`config.mk`:
```
export PLATFORM = sky130hd
export DESIGN_NAME = fan_duty_hysteresis_policy
export DESIGN_NICKNAME = d
export VERILOG_FILES = /design/src/rtl/fdhp_pkg.sv /design/src/rtl/fan_duty_hysteresis_policy.sv
export SDC_FILE = /design/constraint.sdc
export NUM_CORES = 1
export LEC_CHECK = 0
export ABC_AREA = 1
export ABC_CLOCK_PERIOD_IN_PS = 4700
export BUFFER_PORTS_ARGS = -buffer_cell sky130_fd_sc_hd__buf_2
export CAP_MARGIN = 40
export CORE_ASPECT_RATIO = 1.1
export CORE_MARGIN = 4
export CORE_UTILIZATION = 60
export CTS_BUF_LIST = sky130_fd_sc_hd__clkbuf_8 sky130_fd_sc_hd__clkbuf_16
export DETAILED_ROUTE_END_ITERATION = 7
export PLACE_DENSITY = 0.8
export SLEW_MARGIN = 20
export SYNTH_ARGS = -nofsm -noshare
export SYNTH_HDL_FRONTEND = slang
export SYNTH_SLANG_ARGS = --single-unit
export TNS_END_PERCENT = 30
```
`constraint.sdc`:
```
create_clock -name clk_i -period 4.7 [get_ports clk_i]
set_input_delay 0.235 -clock clk_i [delete_from_list [all_inputs] [get_ports clk_i]]
set_output_delay 0.235 -clock clk_i [all_outputs]
set_load 0.02 [all_outputs]
```
`src/rtl/fdhp_pkg.sv`:
```
package fdhp_pkg;

  localparam int unsigned TempW   = 19;
  localparam int unsigned DutyW   = 7;
  localparam int unsigned StatusW = 2;
  localparam int unsigned NumRegs = 8;
  localparam int unsigned RegIdxW = $clog2(NumRegs);
  localparam int unsigned InDataW  = 64;
  localparam int unsigned OutDataW = 16;

  typedef logic signed [TempW-1:0] temp_t;
  typedef logic [DutyW-1:0]        duty_t;

  localparam duty_t DutyMin = 7'd30;
  localparam duty_t DutyMid = 7'd60;
  localparam duty_t DutyMax = 7'd100;

  localparam temp_t XcvrUpLimit   = 19'sd70000;
  localparam temp_t XcvrDownLimit = 19'sd65000;

  typedef enum logic [RegIdxW-1:0] {
    REG_CPU_IDLE    = 3'd0,
    REG_CPU_UP      = 3'd1,
    REG_CPU_DOWN    = 3'd2,
    REG_CPU_PROTECT = 3'd3,
    REG_MAC_IDLE    = 3'd4,
    REG_MAC_UP      = 3'd5,
    REG_MAC_DOWN    = 3'd6,
    REG_MAC_PROTECT = 3'd7
  } reg_idx_e;

  typedef enum logic [StatusW-1:0] {
    STATUS_NORMAL     = 2'd0,
    STATUS_FAN_FAULT  = 2'd1,
    STATUS_SENSOR_ERR = 2'd2
  } status_e;

  localparam temp_t LimitReset [NumRegs] = '{
    19'sd60000, 19'sd85000, 19'sd75000, 19'sd100000,
    19'sd60000, 19'sd90000, 19'sd80000, 19'sd105000
  };

endpackage

```
`src/rtl/fan_duty_hysteresis_policy.sv`:
```
// Three-level fan duty policy with hysteresis.
// Slave stream: one word per evaluation tick carrying fan and sensor health,
// the CPU, MAC and hottest transceiver temperatures and transceiver presence.
// Master stream: one word per tick with the new duty (30, 60 or 100 percent),
// the over-temperature request and the evaluation status.
// The user must write limits through the cfg port only while the block is idle;
// the block itself does not enforce this. Each write takes effect at the next clock edge.
// A word is registered on entry and its result is computed into the output
// register once that register is empty or being read by the receiver. One
// word is accepted per cycle while the receiver keeps up; the held duty
// register is the only loop.
// When the receiver stalls, the result is held and the entry register still
// takes one more word; s_axis_tready falls only when both stages are full.
// Reset clears both stages, sets the duty to 60 percent and loads the
// default limits.
module fan_duty_hysteresis_policy (
  input  logic                          clk_i,
  input  logic                          rst_ni,
  input  logic                          s_axis_tvalid,
  output logic                          s_axis_tready,
  // fans_healthy, sensors_read_ok, cpu_mdeg, mac_mdeg, xcvr_mdeg, xcvr_present
  input  logic [fdhp_pkg::InDataW-1:0]  s_axis_tdata,
  output logic                          m_axis_tvalid,
  input  logic                          m_axis_tready,
  // duty_percent, over_temp, eval_status
  output logic [fdhp_pkg::OutDataW-1:0] m_axis_tdata,
  input  logic                          cfg_we_i,
  input  logic [fdhp_pkg::RegIdxW-1:0]  cfg_idx_i,
  input  logic [fdhp_pkg::TempW-1:0]    cfg_data_i
);
  import fdhp_pkg::*;

  temp_t lim_q [NumRegs];

  logic    in_vld_q;
  logic    fans_ok_q, reads_ok_q, present_q;
  temp_t   cpu_q, mac_q, xcvr_q;

  logic    out_vld_q;
  duty_t   duty_q, duty_d;
  duty_t   out_duty_q;
  logic    out_hot_q, hot_d;
  status_e out_status_q, status_d;

  logic    out_move;
  logic    in_move;

  assign out_move      = in_vld_q && (!out_vld_q || m_axis_tready);
  assign s_axis_tready = !in_vld_q || out_move;
  assign in_move       = s_axis_tvalid && s_axis_tready;

  always_ff @(posedge clk_i or negedge rst_ni) begin
    if (!rst_ni) begin
      for (int i = 0; i < NumRegs; i++) begin
        lim_q[i] <= LimitReset[i];
      end
    end else if (cfg_we_i) begin
      unique case (reg_idx_e'(cfg_idx_i))
        REG_CPU_IDLE:    lim_q[REG_CPU_IDLE]    <= cfg_data_i;
        REG_CPU_UP:      lim_q[REG_CPU_UP]      <= cfg_data_i;
        REG_CPU_DOWN:    lim_q[REG_CPU_DOWN]    <= cfg_data_i;
        REG_CPU_PROTECT: lim_q[REG_CPU_PROTECT] <= cfg_data_i;
        REG_MAC_IDLE:    lim_q[REG_MAC_IDLE]    <= cfg_data_i;
        REG_MAC_UP:      lim_q[REG_MAC_UP]      <= cfg_data_i;
        REG_MAC_DOWN:    lim_q[REG_MAC_DOWN]    <= cfg_data_i;
        REG_MAC_PROTECT: lim_q[REG_MAC_PROTECT] <= cfg_data_i;
        default: ;
      endcase
    end
  end

  always_ff @(posedge clk_i or negedge rst_ni) begin
    if (!rst_ni) begin
      in_vld_q <= 1'b0;
    end else if (s_axis_tready) begin
      in_vld_q <= s_axis_tvalid;
    end
  end

  always_ff @(posedge clk_i) begin
    if (in_move) begin
      fans_ok_q  <= s_axis_tdata[0];
      reads_ok_q <= s_axis_tdata[1];
      cpu_q      <= s_axis_tdata[20:2];
      mac_q      <= s_axis_tdata[39:21];
      xcvr_q     <= s_axis_tdata[58:40];
      present_q  <= s_axis_tdata[59];
    end
  end

  always_comb begin
    duty_d   = duty_q;
    hot_d    = 1'b0;
    status_d = STATUS_NORMAL;
    if (!fans_ok_q) begin
      duty_d   = DutyMax;
      status_d = STATUS_FAN_FAULT;
    end else if (!reads_ok_q) begin
      duty_d   = DutyMax;
      status_d = STATUS_SENSOR_ERR;
    end else begin
      if (!present_q && (cpu_q < lim_q[REG_CPU_IDLE]) && (mac_q < lim_q[REG_MAC_IDLE])) begin
        duty_d = DutyMin;
      end else if ((cpu_q > lim_q[REG_CPU_UP]) || (mac_q > lim_q[REG_MAC_UP]) ||
                   (xcvr_q > XcvrUpLimit)) begin
        duty_d = DutyMax;
      end else if ((cpu_q < lim_q[REG_CPU_DOWN]) && (mac_q < lim_q[REG_MAC_DOWN]) &&
                   (xcvr_q < XcvrDownLimit)) begin
        duty_d = DutyMid;
      end
      hot_d = (cpu_q > lim_q[REG_CPU_PROTECT]) || (mac_q > lim_q[REG_MAC_PROTECT]);
    end
  end

  always_ff @(posedge clk_i or negedge rst_ni) begin
    if (!rst_ni) begin
      out_vld_q <= 1'b0;
      duty_q    <= DutyMid;
    end else begin
      if (out_move) begin
        out_vld_q <= 1'b1;
        duty_q    <= duty_d;
      end else if (m_axis_tready) begin
        out_vld_q <= 1'b0;
      end
    end
  end

  always_ff @(posedge clk_i) begin
    if (out_move) begin
      out_duty_q   <= duty_d;
      out_hot_q    <= hot_d;
      out_status_q <= status_d;
    end
  end

  assign m_axis_tvalid = out_vld_q;
  assign m_axis_tdata  = {6'd0, out_status_q, out_hot_q, out_duty_q};

`ifndef SYNTHESIS
  a_duty_level: assert property (@(posedge clk_i) disable iff (!rst_ni)
    (duty_q == DutyMin) || (duty_q == DutyMid) || (duty_q == DutyMax))
    else $error("held duty is not a valid level");

  a_out_matches_duty: assert property (@(posedge clk_i) disable iff (!rst_ni)
    out_vld_q |-> (out_duty_q == duty_q))
    else $error("result duty differs from held duty");

  a_fault_forces_max: assert property (@(posedge clk_i) disable iff (!rst_ni)
    (out_vld_q && (out_status_q != STATUS_NORMAL)) |-> (out_duty_q == DutyMax && !out_hot_q))
    else $error("fault result without forced maximum duty");

  a_stall_holds_entry: assert property (@(posedge clk_i) disable iff (!rst_ni)
    (in_vld_q && out_vld_q && !m_axis_tready) |=> in_vld_q)
    else $error("entry word lost while output stalled");
`endif

endmodule
```
## Word level (Yosys, flattened, before mapping)

Cells that the tools add are included.

| operators by class | value |
|---|---|
| $lt $le $gt $ge | 10 |
| eq/ne operators | 7 |
| mux-type cells | 8 |
| reductions and logical operators | 25 |

Operator list:

| cell | number |
|---|---|
| $gt 19x19->1 | 4 |
| $lt 19x19->1 | 4 |
| $mux 7 | 5 |
| $gt 19x18->1 const B | 1 |
| $lt 19x17->1 const B | 1 |
| $reduce_and 2->1 | 9 |
| $eq 3x3->1 const B | 4 |
| $eq 3x2->1 const B | 2 |
| $logic_and 1x1->1 | 6 |
| $logic_or 1x1->1 | 5 |
| $eq 3x1->1 const B | 1 |
| $logic_not 1->1 | 3 |
| $logic_not 3->1 | 1 |
| $mux 1 | 2 |
| $mux 2 | 1 |
| $reduce_bool 2->1 | 1 |

| storage, ports and cells | value |
|---|---|
| register bits after elaboration | 231 |
| input port bits | 91 |
| output and inout port bits | 18 |
| word-level logic and storage cells | 70 |

## Longest topological paths before layout

| depth | value |
|---|---|
| depth in word-level cells | 8 |
| gate-level depth with buffers | 19 |
| mapped depth without buffers | 19 |

## Worst setup path after synthesis

Ideal clock, no wire load.

| timing | value |
|---|---|
| path type | register to register |
| start point | register out_vld_q, in the netlist m_axis_tvalid |
| end point | register cpu_q[0] (enable) |
| library setup time | 0.414 ns |
| arrival | 2.010 ns |
| data required time | 4.286 ns |
| setup slack | 2.276 ns |
| cell stages (with the launch flop) | 4 |
| buffers on the path | 0 |
| clock period less this slack | 2.424 ns |
| cell sequence | dfrtp_1 nand3_1 nand2_1 inv_1 |

| between the ends | value |
|---|---|
| word-level cells in the longest chain between the ends | 5 |

RTL lines:

| what | RTL line | source |
|---|---|---|
| from (decl) | fan_duty_hysteresis_policy.sv:39 | `logic out_vld_q;` |
| from (signal assigned) | fan_duty_hysteresis_policy.sv:117 | `out_vld_q <= 1'b0;` |
| from (signal assigned) | fan_duty_hysteresis_policy.sv:121 | `out_vld_q <= 1'b1;` |
| from (signal assigned) | fan_duty_hysteresis_policy.sv:124 | `out_vld_q <= 1'b0;` |
| $logic_not 1->1 | fan_duty_hysteresis_policy.sv:48 | `assign out_move = in_vld_q && (!out_vld_q \|\| m_axis_tready);` |
| $logic_or 1x1->1 | fan_duty_hysteresis_policy.sv:48 |  |
| $logic_and 1x1->1 | fan_duty_hysteresis_policy.sv:48 |  |
| $logic_or 1x1->1 | fan_duty_hysteresis_policy.sv:49 | `assign s_axis_tready = !in_vld_q \|\| out_move;` |
| named net s_axis_tready | fan_duty_hysteresis_policy.sv:20 | `output logic s_axis_tready,` |
| $logic_and 1x1->1 | fan_duty_hysteresis_policy.sv:50 | `assign in_move = s_axis_tvalid && s_axis_tready;` |
| named net in_move | fan_duty_hysteresis_policy.sv:46 | `logic in_move;` |
| to (signal assigned) | fan_duty_hysteresis_policy.sv:84 | `cpu_q <= s_axis_tdata[20:2];` |
| to (decl) | fan_duty_hysteresis_policy.sv:37 | `temp_t cpu_q, mac_q, xcvr_q;` |

The timed path passes the listed nets, and every way through them passes these cells.
A chain may end at the register's enable or synchronous reset.

## Worst setup path after layout

| timing | value |
|---|---|
| start point | register cpu_q[18] |
| end point | register out_duty_q[2], data pin |

| between the ends | value |
|---|---|
| word-level cells in the longest chain between the ends | 8 |
| elaborated cells between the ends (all ways) | 14 |
| classes of those cells | order compare: 3; mux: 5; reduce/logical: 6 |

RTL lines:

| what | RTL line | source |
|---|---|---|
| $lt 19x19->1 | fan_duty_hysteresis_policy.sv:107 | `end else if ((cpu_q < lim_q[REG_CPU_DOWN]) && (mac_q < lim_q[REG_MAC_DOWN]) &&` |
| $logic_and 1x1->1 (2 in a row) | fan_duty_hysteresis_policy.sv:107 |  |
| $mux 7 | fan_duty_hysteresis_policy.sv:107 |  |
| $mux 7 | fan_duty_hysteresis_policy.sv:104 | `end else if ((cpu_q > lim_q[REG_CPU_UP]) \|\| (mac_q > lim_q[REG_MAC_UP]) \|\|` |
| $mux 7 (*) | fan_duty_hysteresis_policy.sv:102 | `if (!present_q && (cpu_q < lim_q[REG_CPU_IDLE]) && (mac_q < lim_q[REG_MAC_IDLE])) begin` |
| $mux 7 (*) | fan_duty_hysteresis_policy.sv:98 | `end else if (!reads_ok_q) begin` |
| $mux 7 (*) | fan_duty_hysteresis_policy.sv:95 | `if (!fans_ok_q) begin` |
| named net duty_d[2] | fan_duty_hysteresis_policy.sv:40 | `duty_t duty_q, duty_d;` |
| to (signal assigned) | fan_duty_hysteresis_policy.sv:131 | `out_duty_q <= duty_d;` |
| to (decl) | fan_duty_hysteresis_policy.sv:41 | `duty_t out_duty_q;` |

Mark *: on every way through the listed nets, which the timed path passes. The rest lies on a longest branch.

==> metrics.cfg <==
[synthesis]
muxShareOfSynthArea = 0
yosys_register_bits = 231
postSynth.asyncResetShare = 0.697
yosysWarnings = 0
yosys_most_used_dff = dfrtp_1
avgSynthCellArea_um2 = 8.97
netlist_instances = 1381
synth_xor_area_frac = 0.000707
ys_types = 38
synth_top_family_by_area = simple AND/OR/NAND/NOR gates
synth-compound-area-share = 0.103
netlist.top_cell.by_area = dfrtp_1
synth_edf_count = 70
yosysSeqAreaShare = 0.501
syn_area_um2 = 12400
synthAdderAreaFrac = 0.149
synthSimpleGateAreaFrac = 0.163
synthTopCellsByCount = 352 x nand2_1, 224 x inv_1, 172 x o21ai_0
synth.area.top_cells = dfrtp_1 21%, edfxtp_1 17%, ha_1 15%
synthMostInstantiatedCell = nand2_1
yosysTopAreaCellShare = 0.208

[clocking]
ctsRootBufferMaster = clkbuf_16
cts_tree = done
worst_skew_pair.late_latency_ps = 530
clkTransAtPathRegs_ps = 60
cts_sinks = 231
post_cts_buffers = 0
cts_max_level = 1
clockBufferDepth = 3
cts_buffers = 26

[min_path]
hp-class = primary input to register
min_from = cfg_data_i[0]

[timing]
period_share = 0.516
drv_slew = 0
finalSetupTns_ps = 0
fin_ws_ps = 2270
period_needed_ps = 2430
max_slew_margin = 0.485
max_freq_ghz = 0.412
worst_pin_slew_ps = 772
hold_viol_final = 0
worst_clock_skew_ps = 15.5
rsz0062_at_grt = false
setup_viol = 0

[worst_setup_path]
crit_chain = ha_1, nand2_1, nor2_2, nand2_1, nor2_1, nand2_1, nand3_1, nand2_1, nand3_2, nor2_4, nor3_2, nand3_1
path_buf_inv = 0
cpMaxStageDelayCell = edfxtp_1
endpoint_kind = register
reg2reg_from = cpu_q[18]$_DFFE_PP_
max_stage_delay_ps = 480
crit_type = register to register
crit_path_frequent_cell = nand2_1
cp_top_family = simple AND/OR/NAND/NOR gates
required_ps = 4960
start_kind = register
critPathLaunch = cpu_q[18]$_DFFE_PP_
cp.arrival_ps = 2680
cp_max_fo = 5

[drt]
drt_iter0_drc = 550
drtAntennaViolNets = 0
drt_pass1_iterations = 5
via_per_inst = 5.36
wl_um = 28400
via_count = 9851
drc = 0
wl_per_cell_um = 15.5

[finish]
areaGrowthSynthToFinish_pct = 20.0
multiInputGateArea_um2 = 5180
fill_cells = 1355
fin_cells = 1837
diodes = 0
regArea_um2 = 6200
nets = 1804
drive_gt1_frac = 0.148

[power]
p_comb_frac = 0.233
clkPwrFrac = 0.334
p_int_mw = 4.27
p_leak_nw = 7.34
vdd_drop_max_mv = 0.364
seq_power_share = 0.433
swShare = 0.301
switchingPower_mw = 1.84
powerDensity_nw_per_um2 = 411
p_total_mw = 6.11

[placement]
io_buffers = 98
hpwl_um = 19600
place_congestion = 0.882
dp_cells = 1708
dp_slack_ps = 2330

[flow_run]
drv_cap = 0

[floorplanning]
die_h_um = 159
initial_core_util = 0.617
pin_count = 109
core_area_um2 = 20100
num_rows = 54
die_x_um = 145
die_area_um2 = 23000

[grt]
antenna_found_initial = 0
grt-ovfl-total = 0
grt_pass1_vias = 9985
grt_pass1_wl_um = 47400
grt_max_degree = 83
grt_usage = 0.248

[run_status]
status = finished, final reports clean

## cell usage in the layout, fill, tap and decap left out, types with 6 or more instances in the layout
cell / n
dlygate4sd3_1: 81
o21ai_0: 172
clkbuf_8: 8
buf_4: 6
dfstp_2: 58
dfrtp_1: 103
buf_2: 97
nor2_1: 54
ha_1: 148
nor3_1: 6
conb_1: 6
nand3_1: 25
inv_1: 227
a21oi_1: 64
nand4_1: 17
clkbuf_16: 29
nand2_1: 352
nand3_2: 6
edfxtp_1: 70
## registers in the layout, summed over array words and instances (netlist names)
register,flops
cpu_q,19
duty_q,7
fans_ok_q,1
in_vld_q,1
lim_q,152
m_axis_tvalid,1
mac_q,19
out_duty_q,7
out_hot_q,1
out_status_q,2
present_q,1
reads_ok_q,1
xcvr_q,19
## final timing paths
check,endpoint,slack (ps),cells past startpoint
max in group asynchronous,lim_q[99]$_DFFE_PN1P_,3320,3
hold reg to reg,duty_q[5]$_DFFE_PN1P_,480,2
min in group asynchronous,lim_q[120]$_DFFE_PN0P_,300,2
setup / recovery,out_duty_q[2]$_DFFE_PP_,2270,12
hold / removal,lim_q[0]$_DFFE_PN0P_,140,3
setup reg to reg,out_duty_q[2]$_DFFE_PP_,2270,12
## routing by layer
layer  up-vias  track usage  part of all wire
met5         -            0                 0
met4         0       0.0842             0.032
met3        66       0.0351             0.052
met2       279        0.445              0.50
met1      4667        0.308              0.41
li1       4839            -                 -
## worst register-to-register path, cell delays in order, from the launching register on
cell	delay, ps
edfxtp_1	480
ha_1	400
nand2_1	100
nor2_2	120
nand2_1	120
nor2_1	120
nand2_1	120
nand3_1	120
nand2_1	70
nand3_2	110
nor2_4	60
nor3_2	230
nand3_1	110
## power by group through the flow
stage / Clock [mW] / Combinational [mW] / Sequential, mW
after global placement: 0 / 1.26 / 2.66
final: 2.04 / 1.42 / 2.64
after CTS: 2.07 / 1.41 / 2.64
after floorplan: 0 / 0.976 / 2.63
after detailed placement: 0 / 1.34 / 2.67
after global routing: 2.16 / 1.66 / 2.68
## metrics by stage
step | hold WS [ps] | utilization | area, um^2
3_3_place_gp | 320 | 0.653 | 13100
5_1_grt | 174 | 0.741 | 14900
3_5_place_dp | 319 | 0.656 | 13200
4_1_cts | 128 | 0.741 | 14900
2_1_floorplan | -60.6 | - | 12400
6_report | 145 | 0.741 | 14900
## area by class of cell
class                      instances  area share
inverter                         229      0.0578
timing repair buffer             190      0.0960
sequential                       231       0.417
clock inverter                    11     0.00370
clock buffer                      37      0.0562
multi-input combinational        887       0.348
tap                              252      0.0212
## timing repair
action / in CTS / in global routing
endpoints found under the setup margin: 0 / 0
hold buffers: 81 / 0
gates resized for setup: 0 / 0
hold endpoints to repair: 130 / 0
## kinds of logic after synthesis
kind of cell,after synthesis
AOI/OAI and AO/OA,249
buffers and inverters,268
other,1
xor gates and xnor gates,1
adders and majority gates,148
DFF,231
and+or+nand+nor,483
Note: power is estimated with default switching activity, not from simulation.
